**src/fmce_pkg.sv**
```systemverilog
// Shared types and constants for the framed memory command engine.
`timescale 1ns / 1ps
`default_nettype none
package fmce_pkg;

	localparam logic [7:0] CH_OPEN_REQ  = 8'h5B;
	localparam logic [7:0] CH_CLOSE_REQ = 8'h5D;
	localparam logic [7:0] CH_OPEN_REP  = 8'h7B;
	localparam logic [7:0] CH_CLOSE_REP = 8'h7D;
	localparam logic [7:0] SUM_OK       = 8'hFF;
	localparam logic [7:0] HDR_LEN      = 8'd5;
	localparam logic [7:0] REP_LEN      = 8'd6;

	localparam logic [2:0] REG_READ_CODE  = 3'd0;
	localparam logic [2:0] REG_WRITE_CODE = 3'd1;
	localparam logic [2:0] REG_CALL_CODE  = 3'd2;
	localparam logic [2:0] REG_ERR_CODE   = 3'd3;
	localparam logic [2:0] REG_BAD_CODE   = 3'd4;
	localparam logic [2:0] REG_UNK_CODE   = 3'd5;

	localparam logic [2:0] RX_NONE = 3'd0;
	localparam logic [2:0] RX_LEN  = 3'd1;
	localparam logic [2:0] RX_ID   = 3'd2;
	localparam logic [2:0] RX_CMD  = 3'd3;
	localparam logic [2:0] RX_DATA = 3'd4;
	localparam logic [2:0] RX_SUM  = 3'd5;

	localparam logic [1:0] REP_NONE  = 2'd0;
	localparam logic [1:0] REP_READ  = 2'd1;
	localparam logic [1:0] REP_WRITE = 2'd2;
	localparam logic [1:0] REP_ERR   = 2'd3;

	localparam logic [2:0] E_OPEN  = 3'd0;
	localparam logic [2:0] E_LEN   = 3'd1;
	localparam logic [2:0] E_ID    = 3'd2;
	localparam logic [2:0] E_CODE  = 3'd3;
	localparam logic [2:0] E_MEM   = 3'd4;
	localparam logic [2:0] E_DBYTE = 3'd5;
	localparam logic [2:0] E_SUM   = 3'd6;
	localparam logic [2:0] E_CLOSE = 3'd7;

	typedef struct packed {
		logic [7:0] read_code;
		logic [7:0] write_code;
		logic [7:0] call_code;
		logic [7:0] err_code;
		logic [7:0] bad_code;
		logic [7:0] unk_code;
	} fmce_cfg_t;

	typedef struct packed {
		logic [2:0] rx_op;
		logic       ex_start;
		logic [1:0] reply_set;
		logic       err_unk;
		logic       emit;
		logic [2:0] emit_sel;
		logic       fr_rd;
		logic       addr_latch;
		logic       mem_rd;
		logic       mem_wr;
	} fmce_cmd_t;

	typedef struct packed {
		logic is_open;
		logic len_short;
		logic cnt_zero;
		logic idx_full;
		logic rx_last;
		logic end_ok;
		logic is_read;
		logic is_write;
		logic is_call;
		logic id_zero;
		logic n_odd;
		logic n_zero;
		logic idx_done;
		logic slot_bad;
		logic out_free;
	} fmce_stat_t;

endpackage
`default_nettype wire

```
**src/fmce_ram.sv**
```systemverilog
// Generic single-write, single-read RAM with registered read data.
`timescale 1ns / 1ps
`default_nettype none
module fmce_ram #(
	parameter int WIDTH = 8,
	parameter int DEPTH = 32,
	parameter int AW = (DEPTH > 1) ? $clog2(DEPTH) : 1
) (
	input  wire logic             clk,
	input  wire logic             we,
	input  wire logic [AW-1:0]    waddr,
	input  wire logic [WIDTH-1:0] wdata,
	input  wire logic             re,
	input  wire logic [AW-1:0]    raddr,
	output logic      [WIDTH-1:0] rdata
);

	logic [WIDTH-1:0] mem_q [DEPTH];

	always_ff @(posedge clk) begin
		if (we) begin
			mem_q[waddr] <= wdata;
		end
		if (re) begin
			rdata <= mem_q[raddr];
		end
	end

endmodule
`default_nettype wire

```
**src/fmce_dp.sv**
```systemverilog
// Datapath: frame capture, command memory, reply byte assembly and output register.
`timescale 1ns / 1ps
`default_nettype none
module fmce_dp #(
	parameter int MAX_DATA = 32,
	parameter int MEM_DEPTH = 64,
	parameter int FUNCTION_SLOTS = 8
) (
	input  wire logic                 clk,
	input  wire logic                 arst_n,
	input  wire fmce_pkg::fmce_cmd_t  cmd,
	input  wire fmce_pkg::fmce_cfg_t  cfg,
	input  wire logic [7:0]           rx_byte,
	input  wire logic                 out_ready,
	output fmce_pkg::fmce_stat_t      stat,
	output logic                      out_valid,
	output logic [7:0]                tx_byte,
	output logic                      last_byte
);

	localparam int IW  = $clog2(MAX_DATA + 1);
	localparam int FAW = $clog2(MAX_DATA);
	localparam int MAW = (MEM_DEPTH > 1) ? $clog2(MEM_DEPTH) : 1;

	logic [7:0]    count_q, id_q, cmdb_q, sum_q, txsum_q, code_q, len_q, dbyte_q, addr_q;
	logic [IW-1:0] idx_q, n_q;
	logic          rvld_q;
	logic [MEM_DEPTH-1:0] vld_q;
	logic          out_valid_q, last_q;
	logic [7:0]    tx_q;

	logic [7:0]    fr_rdata, mem_rdata, ebyte;
	logic          fr_we, waddr_ok, raddr_ok;
	logic [IW-1:0] n_w;

	assign fr_we    = (cmd.rx_op == fmce_pkg::RX_DATA) && !stat.idx_full;
	assign waddr_ok = {1'b0, addr_q} < 9'(MEM_DEPTH);
	assign raddr_ok = {1'b0, fr_rdata} < 9'(MEM_DEPTH);
	assign n_w      = (count_q > 8'(MAX_DATA)) ? IW'(MAX_DATA) : count_q[IW-1:0];

	fmce_ram #(.WIDTH(8), .DEPTH(MAX_DATA)) u_frame (
		.clk  (clk),
		.we   (fr_we),
		.waddr(idx_q[FAW-1:0]),
		.wdata(rx_byte),
		.re   (cmd.fr_rd),
		.raddr(idx_q[FAW-1:0]),
		.rdata(fr_rdata)
	);

	fmce_ram #(.WIDTH(8), .DEPTH(MEM_DEPTH)) u_bmem (
		.clk  (clk),
		.we   (cmd.mem_wr && waddr_ok),
		.waddr(addr_q[MAW-1:0]),
		.wdata(fr_rdata),
		.re   (cmd.mem_rd),
		.raddr(fr_rdata[MAW-1:0]),
		.rdata(mem_rdata)
	);

	always_comb begin
		stat.is_open   = rx_byte == fmce_pkg::CH_OPEN_REQ;
		stat.len_short = rx_byte < fmce_pkg::HDR_LEN;
		stat.cnt_zero  = count_q == 8'd0;
		stat.idx_full  = idx_q >= IW'(MAX_DATA);
		stat.rx_last   = ({1'b0, 8'(idx_q)} + 9'd1) >= {1'b0, count_q};
		stat.end_ok    = (rx_byte == fmce_pkg::CH_CLOSE_REQ) && (sum_q == fmce_pkg::SUM_OK);
		stat.is_read   = cmdb_q == cfg.read_code;
		stat.is_write  = cmdb_q == cfg.write_code;
		stat.is_call   = cmdb_q == cfg.call_code;
		stat.id_zero   = id_q == 8'd0;
		stat.n_odd     = n_q[0];
		stat.n_zero    = n_q == '0;
		stat.idx_done  = idx_q >= n_q;
		stat.slot_bad  = {1'b0, fr_rdata} >= 9'(FUNCTION_SLOTS);
		stat.out_free  = !out_valid_q || out_ready;
	end

	always_comb begin
		case (cmd.emit_sel)
			fmce_pkg::E_OPEN:  ebyte = fmce_pkg::CH_OPEN_REP;
			fmce_pkg::E_LEN:   ebyte = len_q;
			fmce_pkg::E_ID:    ebyte = id_q;
			fmce_pkg::E_CODE:  ebyte = code_q;
			fmce_pkg::E_MEM:   ebyte = rvld_q ? mem_rdata : 8'h00;
			fmce_pkg::E_DBYTE: ebyte = dbyte_q;
			fmce_pkg::E_SUM:   ebyte = fmce_pkg::SUM_OK - txsum_q;
			default:           ebyte = fmce_pkg::CH_CLOSE_REP;
		endcase
	end

	// frame fields and reply bookkeeping
	always_ff @(posedge clk) begin
		case (cmd.rx_op)
			fmce_pkg::RX_LEN: begin
				if (!stat.len_short) begin
					count_q <= rx_byte - fmce_pkg::HDR_LEN;
					sum_q   <= rx_byte;
				end
			end
			fmce_pkg::RX_ID: begin
				id_q  <= rx_byte;
				sum_q <= sum_q + rx_byte;
			end
			fmce_pkg::RX_CMD: begin
				cmdb_q <= rx_byte;
				sum_q  <= sum_q + rx_byte;
			end
			fmce_pkg::RX_DATA: begin
				if (!stat.idx_full) begin
					sum_q <= sum_q + rx_byte;
				end
			end
			fmce_pkg::RX_SUM: sum_q <= sum_q + rx_byte;
			default: ;
		endcase

		if (cmd.rx_op == fmce_pkg::RX_CMD || cmd.ex_start) begin
			idx_q <= '0;
		end else if (fr_we || cmd.fr_rd) begin
			idx_q <= idx_q + IW'(1);
		end

		if (cmd.ex_start) begin
			n_q <= n_w;
		end

		if (cmd.addr_latch) begin
			addr_q <= fr_rdata;
		end
		if (cmd.mem_rd) begin
			rvld_q <= raddr_ok && vld_q[fr_rdata[MAW-1:0]];
		end

		if (cmd.ex_start) begin
			dbyte_q <= 8'd0;
		end else if (cmd.mem_wr) begin
			dbyte_q <= dbyte_q + 8'd1;
		end else if (cmd.reply_set == fmce_pkg::REP_ERR) begin
			dbyte_q <= cmd.err_unk ? cfg.unk_code : cfg.bad_code;
		end

		case (cmd.reply_set)
			fmce_pkg::REP_READ: begin
				code_q <= cfg.read_code;
				len_q  <= fmce_pkg::REP_LEN + 8'(n_q);
			end
			fmce_pkg::REP_WRITE: begin
				code_q <= cfg.write_code;
				len_q  <= fmce_pkg::REP_LEN + 8'd1;
			end
			fmce_pkg::REP_ERR: begin
				code_q <= cfg.err_code;
				len_q  <= fmce_pkg::REP_LEN + 8'd1;
			end
			default: ;
		endcase

		if (cmd.emit) begin
			tx_q   <= ebyte;
			last_q <= cmd.emit_sel == fmce_pkg::E_CLOSE;
			case (cmd.emit_sel)
				fmce_pkg::E_OPEN: txsum_q <= 8'd0;
				fmce_pkg::E_LEN, fmce_pkg::E_ID, fmce_pkg::E_CODE,
				fmce_pkg::E_MEM, fmce_pkg::E_DBYTE: txsum_q <= txsum_q + ebyte;
				default: ;
			endcase
		end
	end

	// written-entry marks stand in for the cleared memory
	always_ff @(posedge clk or negedge arst_n) begin
		if (!arst_n) begin
			vld_q       <= '0;
			out_valid_q <= 1'b0;
		end else begin
			if (cmd.mem_wr && waddr_ok) begin
				vld_q[addr_q[MAW-1:0]] <= 1'b1;
			end
			if (cmd.emit) begin
				out_valid_q <= 1'b1;
			end else if (out_ready) begin
				out_valid_q <= 1'b0;
			end
		end
	end

	assign out_valid = out_valid_q;
	assign tx_byte   = tx_q;
	assign last_byte = last_q;

endmodule
`default_nettype wire

```
**src/fmce_ctrl.sv**
```systemverilog
// Controller: receive phase tracking and command/reply sequencing.
`timescale 1ns / 1ps
`default_nettype none
module fmce_ctrl (
	input  wire logic                 clk,
	input  wire logic                 arst_n,
	input  wire logic                 in_valid,
	input  wire logic                 kind,
	input  wire fmce_pkg::fmce_stat_t stat,
	output logic                      in_ready,
	output fmce_pkg::fmce_cmd_t       cmd
);

	localparam logic [4:0] S_IDLE  = 5'd0;
	localparam logic [4:0] S_LEN   = 5'd1;
	localparam logic [4:0] S_ID    = 5'd2;
	localparam logic [4:0] S_CMD   = 5'd3;
	localparam logic [4:0] S_DATA  = 5'd4;
	localparam logic [4:0] S_SUM   = 5'd5;
	localparam logic [4:0] S_END   = 5'd6;
	localparam logic [4:0] S_EXEC  = 5'd7;
	localparam logic [4:0] S_HEAD  = 5'd8;
	localparam logic [4:0] S_DBYTE = 5'd9;
	localparam logic [4:0] S_RFR   = 5'd10;
	localparam logic [4:0] S_RMEM  = 5'd11;
	localparam logic [4:0] S_RDAT  = 5'd12;
	localparam logic [4:0] S_WA    = 5'd13;
	localparam logic [4:0] S_WB    = 5'd14;
	localparam logic [4:0] S_WW    = 5'd15;
	localparam logic [4:0] S_CCHK  = 5'd16;
	localparam logic [4:0] S_TAIL0 = 5'd17;
	localparam logic [4:0] S_TAIL1 = 5'd18;

	logic [4:0] state_q, state_d;
	logic [1:0] hc_q;
	logic       rmode_q, rmode_d;
	logic       fire;

	assign in_ready = state_q <= S_END;
	assign fire     = in_valid && in_ready;

	always_comb begin
		state_d = state_q;
		rmode_d = rmode_q;
		cmd     = '0;
		unique case (state_q)
			S_IDLE, S_LEN, S_ID, S_CMD, S_DATA, S_SUM, S_END: begin
				if (fire) begin
					if (kind) begin
						state_d = S_IDLE;
					end else begin
						unique case (state_q)
							S_IDLE: if (stat.is_open) state_d = S_LEN;
							S_LEN: begin
								cmd.rx_op = fmce_pkg::RX_LEN;
								state_d = stat.len_short ? S_IDLE : S_ID;
							end
							S_ID: begin
								cmd.rx_op = fmce_pkg::RX_ID;
								state_d = S_CMD;
							end
							S_CMD: begin
								cmd.rx_op = fmce_pkg::RX_CMD;
								state_d = stat.cnt_zero ? S_SUM : S_DATA;
							end
							S_DATA: begin
								cmd.rx_op = fmce_pkg::RX_DATA;
								if (stat.idx_full) state_d = S_IDLE;
								else if (stat.rx_last) state_d = S_SUM;
							end
							S_SUM: begin
								cmd.rx_op = fmce_pkg::RX_SUM;
								state_d = S_END;
							end
							default: begin
								cmd.ex_start = stat.end_ok;
								state_d = stat.end_ok ? S_EXEC : S_IDLE;
							end
						endcase
					end
				end
			end
			S_EXEC: begin
				rmode_d = 1'b0;
				state_d = S_IDLE;
				if (stat.is_read) begin
					if (!stat.id_zero) begin
						cmd.reply_set = fmce_pkg::REP_READ;
						rmode_d = 1'b1;
						state_d = S_HEAD;
					end
				end else if (stat.is_write) begin
					if (!stat.n_odd) begin
						state_d = S_WA;
					end else if (!stat.id_zero) begin
						cmd.reply_set = fmce_pkg::REP_ERR;
						state_d = S_HEAD;
					end
				end else if (stat.is_call) begin
					if (!stat.n_zero) begin
						cmd.fr_rd = 1'b1;
						state_d = S_CCHK;
					end else if (!stat.id_zero) begin
						cmd.reply_set = fmce_pkg::REP_ERR;
						state_d = S_HEAD;
					end
				end
			end
			S_CCHK: begin
				state_d = S_IDLE;
				if (!stat.id_zero) begin
					cmd.reply_set = fmce_pkg::REP_ERR;
					cmd.err_unk = !stat.slot_bad;
					state_d = S_HEAD;
				end
			end
			S_WA: begin
				if (stat.idx_done) begin
					state_d = S_IDLE;
					if (!stat.id_zero) begin
						cmd.reply_set = fmce_pkg::REP_WRITE;
						state_d = S_HEAD;
					end
				end else begin
					cmd.fr_rd = 1'b1;
					state_d = S_WB;
				end
			end
			S_WB: begin
				cmd.addr_latch = 1'b1;
				cmd.fr_rd = 1'b1;
				state_d = S_WW;
			end
			S_WW: begin
				cmd.mem_wr = 1'b1;
				state_d = S_WA;
			end
			S_HEAD: begin
				case (hc_q)
					2'd0:    cmd.emit_sel = fmce_pkg::E_OPEN;
					2'd1:    cmd.emit_sel = fmce_pkg::E_LEN;
					2'd2:    cmd.emit_sel = fmce_pkg::E_ID;
					default: cmd.emit_sel = fmce_pkg::E_CODE;
				endcase
				if (stat.out_free) begin
					cmd.emit = 1'b1;
					if (hc_q == 2'd3) begin
						if (!rmode_q) state_d = S_DBYTE;
						else state_d = stat.n_zero ? S_TAIL0 : S_RFR;
					end
				end
			end
			S_DBYTE: begin
				cmd.emit_sel = fmce_pkg::E_DBYTE;
				if (stat.out_free) begin
					cmd.emit = 1'b1;
					state_d = S_TAIL0;
				end
			end
			S_RFR: begin
				cmd.fr_rd = 1'b1;
				state_d = S_RMEM;
			end
			S_RMEM: begin
				cmd.mem_rd = 1'b1;
				state_d = S_RDAT;
			end
			S_RDAT: begin
				cmd.emit_sel = fmce_pkg::E_MEM;
				if (stat.out_free) begin
					cmd.emit = 1'b1;
					state_d = stat.idx_done ? S_TAIL0 : S_RFR;
				end
			end
			S_TAIL0: begin
				cmd.emit_sel = fmce_pkg::E_SUM;
				if (stat.out_free) begin
					cmd.emit = 1'b1;
					state_d = S_TAIL1;
				end
			end
			S_TAIL1: begin
				cmd.emit_sel = fmce_pkg::E_CLOSE;
				if (stat.out_free) begin
					cmd.emit = 1'b1;
					state_d = S_IDLE;
				end
			end
			default: state_d = S_IDLE;
		endcase
	end

	always_ff @(posedge clk or negedge arst_n) begin
		if (!arst_n) begin
			state_q <= S_IDLE;
			hc_q    <= 2'd0;
			rmode_q <= 1'b0;
		end else begin
			state_q <= state_d;
			rmode_q <= rmode_d;
			if (state_q == S_HEAD && cmd.emit) begin
				hc_q <= hc_q + 2'd1;
			end else if (state_q != S_HEAD) begin
				hc_q <= 2'd0;
			end
		end
	end

`ifndef SYNTHESIS
	a_emit_free: assert property (@(posedge clk) disable iff (!arst_n)
		cmd.emit |-> stat.out_free) else $error("beat emitted over a pending beat");
	a_rd_in_range: assert property (@(posedge clk) disable iff (!arst_n)
		cmd.fr_rd |-> !stat.idx_full) else $error("frame read past buffer");
	a_mem_then_data: assert property (@(posedge clk) disable iff (!arst_n)
		cmd.mem_rd |=> state_q == S_RDAT) else $error("memory read not followed by data");
	a_close_idle: assert property (@(posedge clk) disable iff (!arst_n)
		(cmd.emit && cmd.emit_sel == fmce_pkg::E_CLOSE) |=> state_q == S_IDLE)
		else $error("reply close did not return to idle");
`endif

endmodule
`default_nettype wire

```
**src/framed_memory_command_engine_core.sv**
```systemverilog
// Top level: configuration registers, controller and datapath.
// Receive: one input beat per cycle; input stalls from the end byte until the reply is out.
// The reply follows the end byte via S_EXEC and S_HEAD (a call with data adds S_CCHK,
// a write S_WA, S_WB, S_WW per pair); each read data byte passes S_RFR, S_RMEM, S_RDAT.
// Every reply beat waits on out_ready.
// Reset: asynchronous, active low; config registers return to defaults, memory reads as zero.
`timescale 1ns / 1ps
`default_nettype none
module framed_memory_command_engine_core #(
	parameter int MAX_DATA = 32,
	parameter int MEM_DEPTH = 64,
	parameter int FUNCTION_SLOTS = 8
) (
	input  wire logic        clk,
	input  wire logic        arst_n,
	input  wire logic        in_valid,
	output logic             in_ready,
	input  wire logic        kind,
	input  wire logic [7:0]  rx_byte,
	output logic             out_valid,
	input  wire logic        out_ready,
	output logic [7:0]       tx_byte,
	output logic             last_byte,
	input  wire logic        psel,
	input  wire logic        penable,
	input  wire logic        pwrite,
	input  wire logic [4:0]  paddr,
	input  wire logic [31:0] pwdata,
	output logic [31:0]      prdata,
	output logic             pready
);

	fmce_pkg::fmce_cfg_t  cfg_q;
	fmce_pkg::fmce_cmd_t  cmd;
	fmce_pkg::fmce_stat_t stat;
	logic [2:0]           ridx;
	logic [7:0]           rval;

	assign pready = 1'b1;
	assign ridx   = paddr[4:2];

	always_ff @(posedge clk or negedge arst_n) begin
		if (!arst_n) begin
			cfg_q.read_code  <= 8'd1;
			cfg_q.write_code <= 8'd2;
			cfg_q.call_code  <= 8'd3;
			cfg_q.err_code   <= 8'd255;
			cfg_q.bad_code   <= 8'd1;
			cfg_q.unk_code   <= 8'd2;
		end else if (psel && penable && pwrite) begin
			unique case (ridx)
				fmce_pkg::REG_READ_CODE:  cfg_q.read_code  <= pwdata[7:0];
				fmce_pkg::REG_WRITE_CODE: cfg_q.write_code <= pwdata[7:0];
				fmce_pkg::REG_CALL_CODE:  cfg_q.call_code  <= pwdata[7:0];
				fmce_pkg::REG_ERR_CODE:   cfg_q.err_code   <= pwdata[7:0];
				fmce_pkg::REG_BAD_CODE:   cfg_q.bad_code   <= pwdata[7:0];
				fmce_pkg::REG_UNK_CODE:   cfg_q.unk_code   <= pwdata[7:0];
				default: ;
			endcase
		end
	end

	always_comb begin
		unique case (ridx)
			fmce_pkg::REG_READ_CODE:  rval = cfg_q.read_code;
			fmce_pkg::REG_WRITE_CODE: rval = cfg_q.write_code;
			fmce_pkg::REG_CALL_CODE:  rval = cfg_q.call_code;
			fmce_pkg::REG_ERR_CODE:   rval = cfg_q.err_code;
			fmce_pkg::REG_BAD_CODE:   rval = cfg_q.bad_code;
			fmce_pkg::REG_UNK_CODE:   rval = cfg_q.unk_code;
			default:                  rval = 8'd0;
		endcase
	end
	assign prdata = {24'd0, rval};

	fmce_ctrl u_ctrl (
		.clk     (clk),
		.arst_n  (arst_n),
		.in_valid(in_valid),
		.kind    (kind),
		.stat    (stat),
		.in_ready(in_ready),
		.cmd     (cmd)
	);

	fmce_dp #(
		.MAX_DATA      (MAX_DATA),
		.MEM_DEPTH     (MEM_DEPTH),
		.FUNCTION_SLOTS(FUNCTION_SLOTS)
	) u_dp (
		.clk      (clk),
		.arst_n   (arst_n),
		.cmd      (cmd),
		.cfg      (cfg_q),
		.rx_byte  (rx_byte),
		.out_ready(out_ready),
		.stat     (stat),
		.out_valid(out_valid),
		.tx_byte  (tx_byte),
		.last_byte(last_byte)
	);

endmodule
`default_nettype wire

```
**config.mk**
```make
export PLATFORM = sky130hd
export DESIGN_NAME = framed_memory_command_engine_core
export DESIGN_NICKNAME = d
export VERILOG_FILES = /design/src/fmce_pkg.sv /design/src/fmce_ram.sv /design/src/fmce_dp.sv /design/src/fmce_ctrl.sv /design/src/framed_memory_command_engine_core.sv
export SDC_FILE = /design/constraint.sdc
export NUM_CORES = 1
export LEC_CHECK = 0
export BUFFER_PORTS_ARGS = -buffer_cell sky130_fd_sc_hd__buf_2
export CAP_MARGIN = 20
export CORE_UTILIZATION = 42
export CTS_CLUSTER_SIZE = 8
export DETAILED_ROUTE_END_ITERATION = 6
export PLACE_DENSITY_LB_ADDON = 0.08
export RECOVER_POWER = 50
export SKIP_CTS_REPAIR_TIMING = 1
export SLEW_MARGIN = 40
export SYNTH_ARGS = -nofsm -noshare
export SYNTH_HDL_FRONTEND = slang
export SYNTH_HIERARCHICAL = 1
export SYNTH_SLANG_ARGS = --single-unit
```
**constraint.sdc**
```tcl
create_clock -name clk -period 7.8 [get_ports clk]
set_clock_uncertainty 0.2 [all_clocks]
set_input_delay 0.78 -clock clk [delete_from_list [all_inputs] [get_ports clk]]
set_output_delay 0.78 -clock clk [all_outputs]
set_load 0.01 [all_outputs]
```
== After elaboration in Yosys (flattened, before gate mapping) ==
Memory sizes are Yosys's and may differ from the RTL's. A register that Yosys moved wholly into a read port is not among the register bits.
Cells that the tools add are included.
Word-level totals
  register bits after elaboration: 215
  output and inout port bits: 44
  RAM bits: 768
  memories: 2
  bits of input ports: 53
Memories
  u_dp.u_bmem.mem_q: words 64, width 8, rd ports 1, clocked after Yosys merged registers in 1, wr ports 1, RTL line fmce_ram.sv:18  | logic [WIDTH-1:0] mem_q [DEPTH];
  u_dp.u_frame.mem_q: words 32, width 8, rd ports 1, clocked after Yosys merged registers in 1, wr ports 1, RTL line fmce_ram.sv:18
Cells by class
  bitwise gates (word level): 2
  mux-type cells: 81
  reduce and logical (&&, ||, !) cells: 45
  $add $sub $neg: 9
  order comparisons: 12
  eq/ne operators: 59
Operators with widths (number)
  $mux 5: 20
  $pmux 5 s13: 1
  $or 64x64->64: 1
  $pmux 8 s7: 1
  $mux 8: 6
  $pmux 8 s3: 2
  $pmux 8 s6: 1
  $eq 5x4->1 const B: 8
  $pmux 8 s2: 2
  $pmux 5 s6: 1
  $eq 3x3->1 const B: 8
  $eq 8x8->1: 3
  $mux 1: 23
  $mux 2: 11
  $eq 5x3->1 const B: 4
  $pmux 4 s5: 1
  $eq 3x2->1 const B: 6
  $add 8x8->8: 2
  $eq 8x7->1 const B: 2
  $logic_not 8->1: 2
  $lt 8x7->1 const B: 2
  $mux 4: 4
  $reduce_and 2->1: 8
  $eq 5x5->1 const B: 3
  49 further kinds: 86

== Depth between registers and ports, before layout ==
  word-level depth: 10
  depth in mapped cells: 21

== By module ==
The synthesis kept the hierarchy.
Modules (own cells, without submodules)
  fmce_ram (u_dp.u_bmem): area an instance 20270.7 µm², cells an instance 972, times used 1
  fmce_ram (u_dp.u_frame): area an instance 10133.5 µm², cells an instance 417, times used 1
  fmce_dp: area an instance 8470.6 µm², cells an instance 742, times used 1
  framed_memory_command_engine_core: area an instance 2501.1 µm², cells an instance 187, times used 1
  fmce_ctrl: area an instance 1112.3 µm², cells an instance 155, times used 1

== Worst setup path before layout ==
No wires, ideal clock.
  kind: register to register
  start point: register u_ctrl.state_q[1]
  end point: register u_dp.txsum_q[6] (data pin)
  library setup time: 260 ps
  setup slack: 3750 ps
  required time: 7340 ps
  stages on the path, launching flop included: 22
  arrival time: 3590 ps
  path buffers: 5
  cells stage by stage: dfrtp_1 > buf_2 > buf_2 > buf_1 > nand2_1 > a21oi_1 > a21oi_1 > nor2_1 > buf_2 > buf_1 > mux2i_1 > nor2_1 > a22oi_1 > o21ai_0 > ha_1 > fa_1 > a21o_1 > a21oi_1 > o21bai_1 > a21oi_1 > xor2_1 > nor2_1
RTL lines
  start, declared: RTL line fmce_ctrl.sv:34  | logic [4:0] state_q, state_d;
  start signal, assigned: RTL line fmce_ctrl.sv:199  | state_q <= state_d;
  end signal, assigned: RTL line fmce_dp.sv:165  | fmce_pkg::E_MEM, fmce_pkg::E_DBYTE: txsum_q <= txsum_q + ebyte;
  end, declared: RTL line fmce_dp.sv:25  | logic [7:0] count_q, id_q, cmdb_q, sum_q, txsum_q, code_q, len_q, dbyte_q, addr_q;

==> summary.md <==
| Metric | Value |
|---|---|
| 1st-iter DRT viols | 1669 |
| Crit path DAT | approximately 6.3 ns |
| Clock H-tree levels | 4 |
| Placed inst area | approximately 0.044 mm² |
| Place WS | about 2.5 ns |
| Register clock-pin slew on the reported worst setup and hold paths | about 0.050 ns |
| Worst Reg-to-Reg Cells | 5 |
| Synth area leaders | edfxtp_1 61%, mux4_2 11%, dfrtp_1 6.3% |
| Critical R2R Capture | u_dp/u_bmem/rdata[4]$_DFFE_PP_ |
| Port Buf Inserts | 45 |
| Routed Antenna Nets | 0 |
| MaxCap Viol Count | 21 |
| Fmax | 165.0 MHz |
| Most common cell in the synthesized netlist | edfxtp_1 |
| Clk_lat worst skew | about 0.73 ns |
| Wire length per cell | ~26 µm |
| Setup WS post-layout | ~1.7 ns |
| Post-synth EDFFs | between 800 and 900 |
| Sw frac | between 20% and 30% |
| Yosys top cell by area | edfxtp_1 |
| RSZ-0062 raised after global routing | false |
| Fraction of layout cells with a size suffix above 1 | around 23% |
| Die Wd | 320.1 µm |
| Detailed-placement wirelength estimate | 62780 µm |
| Final Hold Viols | 0 |
| Register bit total from synthesis | around 1000 |
| Global route total overflow | 0 |
| Outcome | finished, violations left |
| Hold path startpoint | pwdata[7] |
| Nets | roughly 2700 |
| Synth top area share | 60.99% |
| GP Congestion | around 0.8 |
| Crit path launch type | flip-flop |
| Failing checks | capacitance limit, slew limit |
| Asr flop ratio synth | between 10% and 20% |
| Library cells used by synthesis | 97 |
| Final slew viol count | between 900 and 1000 |
| Vias per cell | 5.848 |
| Worst hold path cell count | 2 |
| R2r setup slk | 1.74 ns |
| Fin area | 0.04782 mm² |
| Count of final setup violators | 0 |
| Comb pwr share | approximately 5.4% |
| Worst slew pin tran | between 3 and 4 ns |
| Wirelength, routed | just over 100000 µm |
| Clk buf depth | 3 |
| Area delta synth->final | 12.54% |
| CTS tree | done |
| CP max FO | 55 |
| CTS root buffer | clkbuf_16 |
| Vias post-DR | around 23000 |
| Reg-to-reg startpoint | u_dp/u_frame/rdata[1]$_DFFE_PP_ |
| Top_reg_cell synth | edfxtp_1 |
| Setup TNS | 0 ns |
| Placed cell count | roughly 3700 |
| CP endpoint kind | flip-flop |
| Num CTS Buffers | between 100 and 150 |
| Clock sinks | roughly 1000 |
| Rel. slew slack | -144.4% |
| First-pass GRT wire length | around 150000 µm |
| Initial Util | a little over two fifths |
| Seq/Total Area, Yosys | between 60% and 70% |
| Ys Warns | 6 |
| Largest net degree at the start of global routing | about 110 |
| DRT Pass-1 Iters | 5 |
| Antenna violations before repair | 4 |
| LEAKAGE | about 16 nW |
| Fin crit period | between 6 and 7 ns |
| Hold Path Class | input port to flip-flop |
| Mapped Cells | between 2000 and 2500 |
| Clock Power Share | 45.3% |
| Reg power frac | about half |
| Die height | approximately 320 µm |
| Tot GR Track Use | approximately a fifth |
| Final cycle utilization of the critical path | between 70% and 80% |
| Syn Area/Cell | 17.18 µm² |
| Boundary pin count | 97 |
| Max VDD drop | 0.1918 mV |
| Setup CP Type | flip-flop to flip-flop |
| Cell Count, Final, Fillers Out | between 3000 and 4000 |
| Row count | 116 |
| Fillers | 8492 |
| Int Power | about 9.5 mW |
| Core Util, Final | between 40 and 50% |
| Total power | around 12 mW |
| Net switching power | 2.592 mW |
| Synth cell count leaders | 863 x edfxtp_1, 215 x mux4_2, 207 x nor2_1, 107 x dfrtp_1, 80 x nand2_1 |
| Vias in the first global route | about 23000 |
| WHS Endpoint | cfg_q[39]$_DFFE_PN0P_ |
| Req. time, crit path | around 8 ns |
| Mapped Area | roughly 0.042 mm² |
| DRC | 0 |
| Core box area | 0.1001 mm² |
| Power per Cell Area | roughly 250 mW/mm² |
| Hold_ws | approximately 0.18 ns |
| Full die area | slightly above 0.1 mm² |
## flip-flops by register name, summed over array words and instances, names as in the netlist, 7 cells and up
signal / cells
u_dp/u_frame/mem_q: 256
u_dp/id_q: 8
u_dp/tx_byte: 8
u_dp/addr_q: 8
cfg_q: 48
u_dp/cmdb_q: 8
u_dp/code_q: 8
u_dp/dbyte_q: 8
u_dp/u_bmem/rdata: 8
u_dp/count_q: 8
u_dp/sum_q: 8
u_dp/len_q: 7
u_dp/u_bmem/mem_q: 512
u_dp/vld_q: 64
u_dp/txsum_q: 8
u_dp/u_frame/rdata: 8
## kinds of logic (layout without fill, tap and decap cells)
family	Yosys count	after routing	synth area share [%]
xor gates and xnor gates	51	51	1.051
buffers and inverters	195	317	2.488
AOI/OAI and AO/OA	326	326	5.254
DFF	998	998	68.82
other	2	27	0.01768
adders and majority gates	40	40	1.213
and+or+nand+nor	514	514	6.225
muxes	347	347	14.93
## worst max path at each step
| stage | startpoint | endpoint | slack [ns] | depth (start not counted) |
|---|---|---|---|---|
| CTS | u_ctrl/state_q[0]$_DFFE_PN0P_ | u_dp/u_bmem/mem_q[26][6]$_DFFE_PP_ | 2.47 | 7 |
| finish | u_dp/u_frame/rdata[1]$_DFFE_PP_ | u_dp/u_bmem/rdata[4]$_DFFE_PP_ | 1.74 | 5 |
| global route | u_dp/u_frame/rdata[0]$_DFFE_PP_ | u_dp/u_bmem/rdata[3]$_DFFE_PP_ | 1.38 | 7 |
| global placement | u_ctrl/state_q[0]$_DFFE_PN0P_ | u_dp/u_bmem/mem_q[17][7]$_DFFE_PP_ | 2.63 | 7 |
| detailed placement | u_ctrl/state_q[0]$_DFFE_PN0P_ | u_dp/u_bmem/mem_q[17][7]$_DFFE_PP_ | 2.53 | 7 |
| floorplan | u_ctrl/state_q[1]$_DFFE_PN0P_ | u_dp/txsum_q[6]$_SDFFCE_PN0P_ | 3.75 | 21 |
## metal layers
| layer | wire (µm) | track usage (%) | vias up |
|---|---|---|---|
| met1 | 46790 | 29.62 | 12100 |
| li1 | - | - | 9980 |
| met5 | 13 | 0 | - |
| met2 | 46350 | 30.14 | 679 |
| met4 | 2167 | 5.880 | 2 |
| met3 | 5432 | 3.464 | 149 |
## power groups by stage
stage	clock [mW]	sequential [mW]	combinational, mW
global placement	0	6.05	0.656
detailed placement	0	6.06	0.669
global route	5.84	5.97	0.714
finish	5.49	5.96	0.656
floorplan	0	5.99	0.521
CTS	5.64	5.96	0.672
## cell type report
type | count | area, µm² | area share (%)
multi-input combinational | 1303 | 12390 | 25.90
tap | 1298 | 1624 | 3.396
timing repair buffer | 84 | 481.7 | 1.007
clock buffer | 178 | 3752 | 7.847
clock inverter | 12 | 157.7 | 0.3297
antenna | 2 | 5.005 | 0.01047
inverter | 43 | 161.4 | 0.3375
sequential | 998 | 29250 | 61.17
## worst max-delay path, stage by stage (launching register included)
cell and delay (ns):
edfxtp_1 0.73, clkbuf_1 1.98, clkinv_1 1.54, mux2i_1 0.83, a31oi_1 0.16, a22o_1 0.30
## placed cells by master (no fill, tap or decap), types with 25 or more instances in the layout
cell and instances:
xnor2_1 37, mux2i_1 54, clkbuf_16 145, conb_1 25, o21ai_0 55, mux4_2 215, nand2_1 80, a21o_1 61
dfrtp_1 107, nor2b_1 27, a21oi_1 52, buf_2 28, clkbuf_1 70, edfxtp_1 863, nor2_1 164, nand3_1 36
mux2_2 71, o22ai_1 27, ha_1 38, nor2_2 47, inv_1 41
(Power assumes the default switching activity.)
